[src/tsiir_pkg.sv]
`timescale 1ns / 1ps

package tsiir_pkg;

    localparam int AXES = 3;
    localparam int SAMPLE_WIDTH_DEF = 16;
    localparam int COEF_WIDTH = 32;
    localparam int DATA_WIDTH = 32;
    localparam int FRAC_BITS = 16;
    localparam int COEF_FRAC_BITS = 30;
    localparam int PROD_WIDTH = DATA_WIDTH + COEF_WIDTH;
    localparam int SUM_WIDTH = PROD_WIDTH + 2;
    localparam int CFG_INDEX_WIDTH = 2;

    localparam logic signed [COEF_WIDTH-1:0] FB_ONE_RESET = 32'sd2071735500;
    localparam logic signed [COEF_WIDTH-1:0] FB_TWO_RESET = -32'sd1000494913;
    localparam logic signed [COEF_WIDTH-1:0] INPUT_RESET = 32'sd2501237;

    typedef enum logic [CFG_INDEX_WIDTH-1:0] {
        REG_FB_ONE = 2'd0,
        REG_FB_TWO = 2'd1,
        REG_INPUT  = 2'd2
    } reg_index_t;

    typedef struct packed {
        logic signed [COEF_WIDTH-1:0] fb_one;
        logic signed [COEF_WIDTH-1:0] fb_two;
        logic signed [COEF_WIDTH-1:0] gain;
    } coef_t;

    typedef struct packed {
        logic load;
        logic primed;
    } axis_ctrl_t;

    typedef logic signed [DATA_WIDTH-1:0] q16_t;

    function automatic q16_t sat_q16(input logic signed [SUM_WIDTH-1:0] v);
        q16_t max_v;
        q16_t min_v;
        max_v = {1'b0, {(DATA_WIDTH-1){1'b1}}};
        min_v = {1'b1, {(DATA_WIDTH-1){1'b0}}};
        if (v > SUM_WIDTH'(max_v))
        begin
            return max_v;
        end
        else if (v < SUM_WIDTH'(min_v))
        begin
            return min_v;
        end
        return v[DATA_WIDTH-1:0];
    endfunction

endpackage

[src/tsiir_coef_regs.sv]
`timescale 1ns / 1ps

module tsiir_coef_regs (
    input  logic                                  clk,
    input  logic                                  rst_n,
    input  logic                                  cfg_write,
    input  logic [tsiir_pkg::CFG_INDEX_WIDTH-1:0] cfg_index,
    input  logic [tsiir_pkg::COEF_WIDTH-1:0]      cfg_data,
    output tsiir_pkg::coef_t                      coefs
);
    import tsiir_pkg::*;

    coef_t coef_reg;
    coef_t coef_next;

    always_comb
    begin
        coef_next = coef_reg;
        if (cfg_write)
        begin
            case (cfg_index)
                REG_FB_ONE: coef_next.fb_one = cfg_data;
                REG_FB_TWO: coef_next.fb_two = cfg_data;
                REG_INPUT:  coef_next.gain   = cfg_data;
                default:    coef_next = coef_reg;
            endcase
        end
    end

    always_ff @(posedge clk or negedge rst_n)
    begin
        if (!rst_n)
        begin
            coef_reg.fb_one <= FB_ONE_RESET;
            coef_reg.fb_two <= FB_TWO_RESET;
            coef_reg.gain   <= INPUT_RESET;
        end
        else
        begin
            coef_reg <= coef_next;
        end
    end

    assign coefs = coef_reg;

endmodule

[config.mk]
export PLATFORM = sky130hd
export DESIGN_NAME = tsiir_coef_regs
export DESIGN_NICKNAME = d
export VERILOG_FILES = /design/src/tsiir_pkg.sv /design/src/tsiir_coef_regs.sv
export SDC_FILE = /design/constraint.sdc
export NUM_CORES = 1
export LEC_CHECK = 0
export BUFFER_PORTS_ARGS = -buffer_cell sky130_fd_sc_hd__buf_2
export CORE_MARGIN = 4
export CORE_UTILIZATION = 49
export CTS_CLUSTER_DIAMETER = 100
export DETAILED_ROUTE_END_ITERATION = 10
export GPL_TIMING_DRIVEN = 0
export PLACE_DENSITY_LB_ADDON = 0.15
export SLEW_MARGIN = 20
export SYNTH_ARGS = -nofsm -noshare
export SYNTH_HDL_FRONTEND = slang
export SYNTH_SLANG_ARGS = --single-unit
export TNS_END_PERCENT = 100
[constraint.sdc]
create_clock -name clk -period 1 [get_ports clk]
set_clock_uncertainty 0.05 [all_clocks]
set_input_delay 0.05 -clock clk [delete_from_list [all_inputs] [get_ports clk]]
set_output_delay 0.05 -clock clk [all_outputs]
set_load 0.01 [all_outputs]
# --- After elaboration in Yosys (flattened, before gate mapping) ---
# Cells that the tools add are included.
classes:
  reduce_logical: 4
  eq_ne: 2
ops:
  columns: ["op", "n"]
  rows:
  - ["AND reduction 2 bit", 3]
  - ["== test 2 x 1 -> 1 bit (second input constant)", 1]
  - ["== test 2 bit (second input constant)", 1]
  - ["logical NOT 2 bit", 1]
word_totals:
  ff_bits: 96
  word_cells: 9
  in_bits: 37
  output_inout_bits: 96

# --- Depth between registers and ports, before layout ---
# Gate-level depths: netlist of the first run.
depth:
  word_depth: 2
  depth_mapped: 3
  mapped_depth_nobuf: 2

# --- Least setup slack after synthesis of the first run ---
# No wires, ideal clock.
synth_timing:
  path_kind: "in2reg"
  from: "in cfg_index[0] (netlist name)"
  to: "reg coef_reg (netlist bit coefs[64])"
  t_arrival_ps: 850
  required_ps: 825
  path_stages: 3
  setup_ps: 125
  n_path_buf: 1
  setup_slack_ps: -25
  cell_sequence: "nor3b_4 > buf_6 > mux2_2"
synth_between:
  elab_chain_cells: 2
synth_lines:
  columns: ["item", "line_no", "source"]
  rows:
  - ["start: declaration", "tsiir_coef_regs.sv:7", "input logic [tsiir_pkg::CFG_INDEX_WIDTH-1:0] cfg_index,"]
  - ["logical NOT 2 bit", "tsiir_coef_regs.sv:21", "case (cfg_index)"]
  - ["AND reduction 2 bit (no line)", null, null]
  - ["end signal: assignment", "tsiir_coef_regs.sv:40", "coef_reg <= coef_next;"]
  - ["end: declaration", "tsiir_coef_regs.sv:13", "coef_t coef_reg;"]
# No other way between the ends.
# A chain may end at the register's enable or synchronous reset.

# --- Worst setup path after layout of the first run ---
layout_timing:
  from: "reg coef_reg (netlist bit coefs[13])"
  to: "out coefs[13] (netlist name)"
layout_lines:
  columns: ["item", "line_no", "source"]
  rows:
  - ["end: declaration", "tsiir_coef_regs.sv:9", "output tsiir_pkg::coef_t coefs"]
# No word-level cell between the ends.

==> results by group, run 1 <==
Run status
  • Status: finished with violations
  • Failing checks: negative setup slack

Synth
  • Post-Synth XOR/XNOR Area: 0%
  • EDFF count, synth: 0
  • Multiplexer area fraction after synthesis: 29.3%
  • Post-Synthesis Cell Area: 3680 um^2
  • Largest family of logic cells by synthesized area: multiplexers
  • Synth warn: 0
  • Fraction of registers with async set/reset: 100%
  • Area contributors post-synth: dfstp_2, dfrtp_1, mux2_2
  • Most frequent cell after synthesis: mux2_2
  • Gate Count Post-Synth: 204
  • Adder-cell area share of the yosys netlist: 0%
  • Count of state elements after synthesis: 96
  • Simple-gate share of the synthesized area: 1.12%
  • Top FF cell, synth: dfrtp_1
  • Synthesized area per cell: 18.1 um^2
  • Syn Nets: 241
  • Netlist cell types: 9
  • Area fraction in compound gates after synthesis: 0%
  • Yosys top cell area share: 33.5%
  • Cell taking the most area after synthesis: dfstp_2
  • Post-synthesis sequential area ratio: 66.8%
  • Commonest cells post-synth: mux2_2, dfrtp_1, dfstp_2

Die
  • Core area: 7290 um^2
  • Starting Density: 50.5%
  • Die height: 94.7 um
  • Die X: 94.7 um
  • Site Rows: 31
  • Die area: 8970 um^2
  • Ports: 133

Timing
  • Slew @ Worst Pin: 353 ps
  • Tcrit/Tclk final: 112%
  • Final setup margin: -119 ps
  • Crit path time final: 1120 ps
  • Final Max Tran Viols: 0
  • Setup violators final: 48
  • Setup TNS: -4640 ps
  • RSZ-0062 raised after global routing: yes
  • Fmax: 894 MHz
  • Final Hold Vio Count: 0
  • Slew HR: 76.5%

Final layout
  • Antenna diodes: 0
  • Share of layout cells above drive strength 1: 78.7%
  • Area Overhead vs Synth: 48.3%
  • Fillers: 473
  • Post-Route Utilization: 74.9%
  • Post-route insts no fill: 494
  • Design Area, Final: 5460 um^2
  • Largest register FFs: 96
  • Layout Nets: 427

Clock network
  • Clock-pin slew on the worst setup and hold paths: 90 ps
  • CTS tree: yes
  • H-Tree Depth: 3
  • Worst-Skew Late Latency: 350 ps
  • TritonCTS Buffers: 9
  • Clock Path Buffers: 2
  • CTS sink count: 96
  • Clock Root Buffer: clkbuf_8

Power and ir drop
  • Sw Pwr: 0.00294 W
  • Sequential share of power: 48.5%
  • VDD IR max: 1.05 mV
  • Internal power: 0.00809 W
  • Combinational Power Share: 26.6%
  • Net Sw Frac: 26.6%
  • Clk pwr share: 24.9%
  • Pwr Density: 2020 nW/um^2
  • Leakage power: 2.49 nW

Critical path
  • CP Max Fanout: 2
  • Critical Path RT: 900 ps
  • WP depth: 1
  • Crit end category: output port
  • Startpoint types: flop
  • Crit path from: coefs[13]$_DFFE_PN1P_
  • Reg-to-Reg End: coefs[90]$_DFFE_PN0P_
  • WP buf/inv: 1
  • CP max stage cell: dfstp_2
  • CP cell instances: buf_6
  • Reg2Reg Setup Slack: 40 ps
  • CP Capture Point: coefs[13]
  • Cell family with most CP delay: flip-flops
  • Kind of critical path: flop to output port
  • FF-to-FF path depth: 2
  • RR Startpoint: coefs[90]$_DFFE_PN0P_
  • Crit path largest cell delay: 570 ps
  • Crit path DAT: 1020 ps

Placed design
  • Gpl congestion: 0.721
  • Placed Cells: 436
  • Place WS: -326 ps
  • # port buffers: 132
  • Placement Cell Area: 4500 um^2
  • Post-DP HPWL: 5.42 mm

Detailed routing
  • Vias per Instance: 4.91
  • Initial DRC count: 26
  • Final ANT Viol Nets: 0
  • Drt pass-1 iters: 4
  • # DRC: 0
  • Avg WL per Cell: 17.1 um
  • Detailed-route via count: 2427
  • WL final: 8.44 mm

Global routing
  • Largest net degree at the start of global routing: 63
  • Initial antenna violation count: 0
  • First-pass GRT wire length: 13.0 mm
  • GR Overflow Total: 0
  • Vias in the first global route: 2552
  • Tot GR Track Use: 19.3%

Worst hold path
  • Hold Crit Class: input port to flop

Job
  • Max cap viols: 0
## cell families (layout without fill, tap and decap cells)
kind of cell | count (synthesis) | in the layout
simple gates | 3 | 3
mux | 96 | 96
flops | 96 | 96
buf+inv | 9 | 200
## metal layers
metal | track usage [%] | routed length [um] | share of wire (%) | vias up
met5 | 0 | 0 | 0 | -
met1 | 22.8 | 3330 | 39 | 1231
met3 | 6.45 | 636 | 7.5 | 15
met4 | 7.21 | 163 | 1.9 | 0
met2 | 32.9 | 4310 | 51 | 88
li1 | - | - | - | 1093
## final cells by class
| class | count | area (um^2) | area share [%] |
|---|---|---|---|
| repair buffers | 175 | 1440 | 26.3 |
| plain buffers | 9 | 101 | 1.86 |
| flip-flops and latches | 96 | 2460 | 45.1 |
| multi-input cells | 99 | 1120 | 20.5 |
| clock buffers | 9 | 124 | 2.27 |
| well taps | 99 | 124 | 2.27 |
| clock inverters | 7 | 93.8 | 1.72 |
## how the worst min path moves through the flow
stage	startpoint	end	slack, ps	cells past startpoint
2_1_floorplan	rst_n	coefs[10]$_DFFE_PN0P_	-300	0
3_3_place_gp	cfg_data[30]	coefs[94]$_DFFE_PN1P_	250	2
3_5_place_dp	rst_n	coefs[56]$_DFFE_PN0P_	-90	1
4_1_cts	rst_n	coefs[56]$_DFFE_PN0P_	80	2
5_1_grt	cfg_index[0]	coefs[90]$_DFFE_PN0P_	90	3
6_report	cfg_index[0]	coefs[90]$_DFFE_PN0P_	100	3
## through the flow
| stage | power [W] | hold slack (ps) |
|---|---|---|
| after floorplan | 0.00643 | -296 |
| after global placement | 0.00746 | 249 |
| after detailed placement | 0.00755 | -89.0 |
| after CTS | 0.0110 | 84.1 |
| after global routing | 0.0116 | 90.5 |
| final | 0.0110 | 101 |
## cells in the final DEF (no fill, tap or decap), types with 11 or more instances in the layout
cell type and count:
buf_6 60, buf_4 11, mux2_2 94, dlygate4sd3_1 33, buf_2 76, dfrtp_1 49
dfstp_2 47, clkbuf_8 12
## tightest hold or removal path: stages
cell and delay (ps):
buf_2 120, nor3b_4 70, mux2_2 220
## power groups by stage
stage	logic [W]	clock network, W	registers (W)
floorplan	0.000765	0	0.00566
global placement	0.00220	0	0.00526
detailed placement	0.00227	0	0.00529
CTS	0.00283	0.00283	0.00532
global route	0.00314	0.00300	0.00544
finish	0.00294	0.00275	0.00534
## what timing repair did
action | 4_1_cts | 5_1_grt
gates resized for setup | 48 | 8
setup buffers | 4 | 5
pin swaps | 0 | 0
endpoints found under the setup margin | 60 | 96
hold buffers | 33 | 0
endpoints found under the hold margin | 161 | 0
(Power assumes the default switching activity.)
==> run 2, diff against run 1 <==
- PLACE_DENSITY: not set -> 0.79
- PLACE_DENSITY_LB_ADDON: 0.15 -> not set
- RECOVER_POWER: not set -> 100
==> results by group, run 2 (synthesis gave the netlist of run 1 again) <==
Run status
  • Status: finished with violations
  • Failing checks: negative hold slack, negative setup slack

Clock network
  • TritonCTS Buffers: 9
  • CTS sink count: 96
  • Clock-pin slew on the worst setup and hold paths: 100 ps
  • Worst-Skew Late Latency: 350 ps
  • Cts hold-fix bufs: 32
  • Clock Path Buffers: 2
  • H-Tree Depth: 3
  • Clock Root Buffer: clkbuf_8
  • CTS tree: yes

Detailed routing
  • Detailed-route via count: 2395
  • Metal3 WL: 470 um
  • WL final: 8.53 mm
  • Metal2 WL: 4.62 mm
  • Final ANT Viol Nets: 0
  • # DRC: 0
  • Initial DRC count: 51
  • Drt pass-1 iters: 4
  • Top Metal Used: met4
  • Vias per Instance: 4.87
  • Avg WL per Cell: 17.3 um
  • Wire length on met1: 3.25 mm

Placed design
  • Place WS: -308 ps
  • # port buffers: 132
  • Post-DP HPWL: 5.46 mm
  • Gpl congestion: 0.693
  • Placement Cell Area: 4500 um^2
  • Placed Cells: 436

Timing
  • RSZ-0062 raised after global routing: yes
  • Crit path time final: 1110 ps
  • Hold_ws: -116 ps
  • Tcrit/Tclk final: 111%
  • Slew @ Worst Pin: 1210 ps
  • Final Hold Vio Count: 24
  • Setup violators final: 53
  • Fmax: 900 MHz
  • Slew HR: 19.5%
  • Setup TNS: -4420 ps
  • Final setup margin: -111 ps
  • Final Max Tran Viols: 0

Global routing
  • Largest net degree at the start of global routing: 50
  • Vias in the first global route: 2621
  • First-pass GRT wire length: 13.4 mm
  • Initial antenna violation count: 0
  • Tot GR Track Use: 19.6%
  • GR Overflow Total: 0

Final layout
  • Area Overhead vs Synth: 48.7%
  • Design Area, Final: 5480 um^2
  • Antenna diodes: 0
  • Layout Nets: 425
  • Most common cell after layout, fill and taps aside: mux2_2
  • Share of layout cells above drive strength 1: 76.8%
  • Most frequent cells in the layout: mux2_2, buf_2, buf_6
  • Largest register FFs: 96
  • Post-route insts no fill: 492

Power and ir drop
  • VDD IR max: 1.33 mV
  • Leakage power: 2.48 nW
  • Pwr Density: 2060 nW/um^2

Critical path
  • CP max stage cell: dfstp_2
  • Crit end category: output port
  • Critical Path RT: 900 ps
  • Reg2Reg Setup Slack: -10 ps
  • CP cell instances: buf_6
  • CP Max Fanout: 2
  • Crit path DAT: 1010 ps
  • Startpoint types: flop
  • Crit path largest cell delay: 570 ps
  • Kind of critical path: flop to output port
  • Cell family with most CP delay: flip-flops
  • WP buf/inv: 1

Die
  • Die area: 8970 um^2
  • Die X: 94.7 um
  • Ports: 133
  • Starting Density: 50.5%
  • Core area: 7290 um^2
  • Die height: 94.7 um
  • Site Rows: 31

Job
  • Max cap viols: 0

Worst hold path
  • Hold Crit Class: input port to async pin
## run 2: cell types whose count changed in the layout (fill, tap and decap cells not counted), sizes merged
| cell | delta |
|---|---|
| clkbuf | +7 |
| buf | -6 |
| bufinv | +1 |
| clkinv | -2 |
| inv | -1 |
| dlygate4sd3 | -1 |
## run 2: worst paths after layout
check / cells after the start / start / to
worst min-delay path: 1 / rst_n / coefs[10]$_DFFE_PN0P_
max in group asynchronous: 2 / rst_n / coefs[58]$_DFFE_PN1P_
worst max register to register: 3 / coefs[75]$_DFFE_PN1P_ / coefs[75]$_DFFE_PN1P_
min in group clk: 3 / cfg_index[1] / coefs[90]$_DFFE_PN0P_
worst max-delay path: 1 / coefs[77]$_DFFE_PN1P_ / coefs[77]
worst min register to register: 1 / coefs[95]$_DFFE_PN0P_ / coefs[95]$_DFFE_PN0P_
## run 2: area by class of cell
| cell class | count | area [um^2] |
|---|---|---|
| multi-input combinational | 99 | 1120 |
| clock buffer | 11 | 141 |
| tap | 99 | 124 |
| buffer | 9 | 101 |
| sequential | 96 | 2460 |
| fill | 467 | 1810 |
| clock inverter | 5 | 105 |
| timing repair buffer | 173 | 1430 |
## run 2: where the power goes
part           internal, W  switching, W
Combinational      0.00180       0.00113
Sequential         0.00487      0.000475
Clock              0.00173       0.00128
## run 2: routing by layer
metal	vias to the layer above	GRT usage, %
li1	1100	-
met5	-	0
met4	0	6.73
met3	13	5.10
met1	1207	23.3
met2	75	34.2
## run 2: repair_timing
| action | 4_1_cts | 5_1_grt |
|---|---|---|
| pin swaps | 0 | 0 |
| setup buffers | 2 | 6 |
| setup endpoints to repair | 53 | 96 |
| hold endpoints to repair | 120 | 24 |
| gates resized for setup | 49 | 10 |
## run 2: per-stage QoR
step | total power, W | utilization (%) | hold WS (ps)
final | 0.0113 | 75.2 | -116
after global routing | 0.0119 | 75.2 | -43.4
after CTS | 0.0112 | 73.8 | -342
after detailed placement | 0.00756 | 61.7 | 50.3
after global placement | 0.00744 | 61.3 | 252
after floorplan | 0.00643 | - | -296
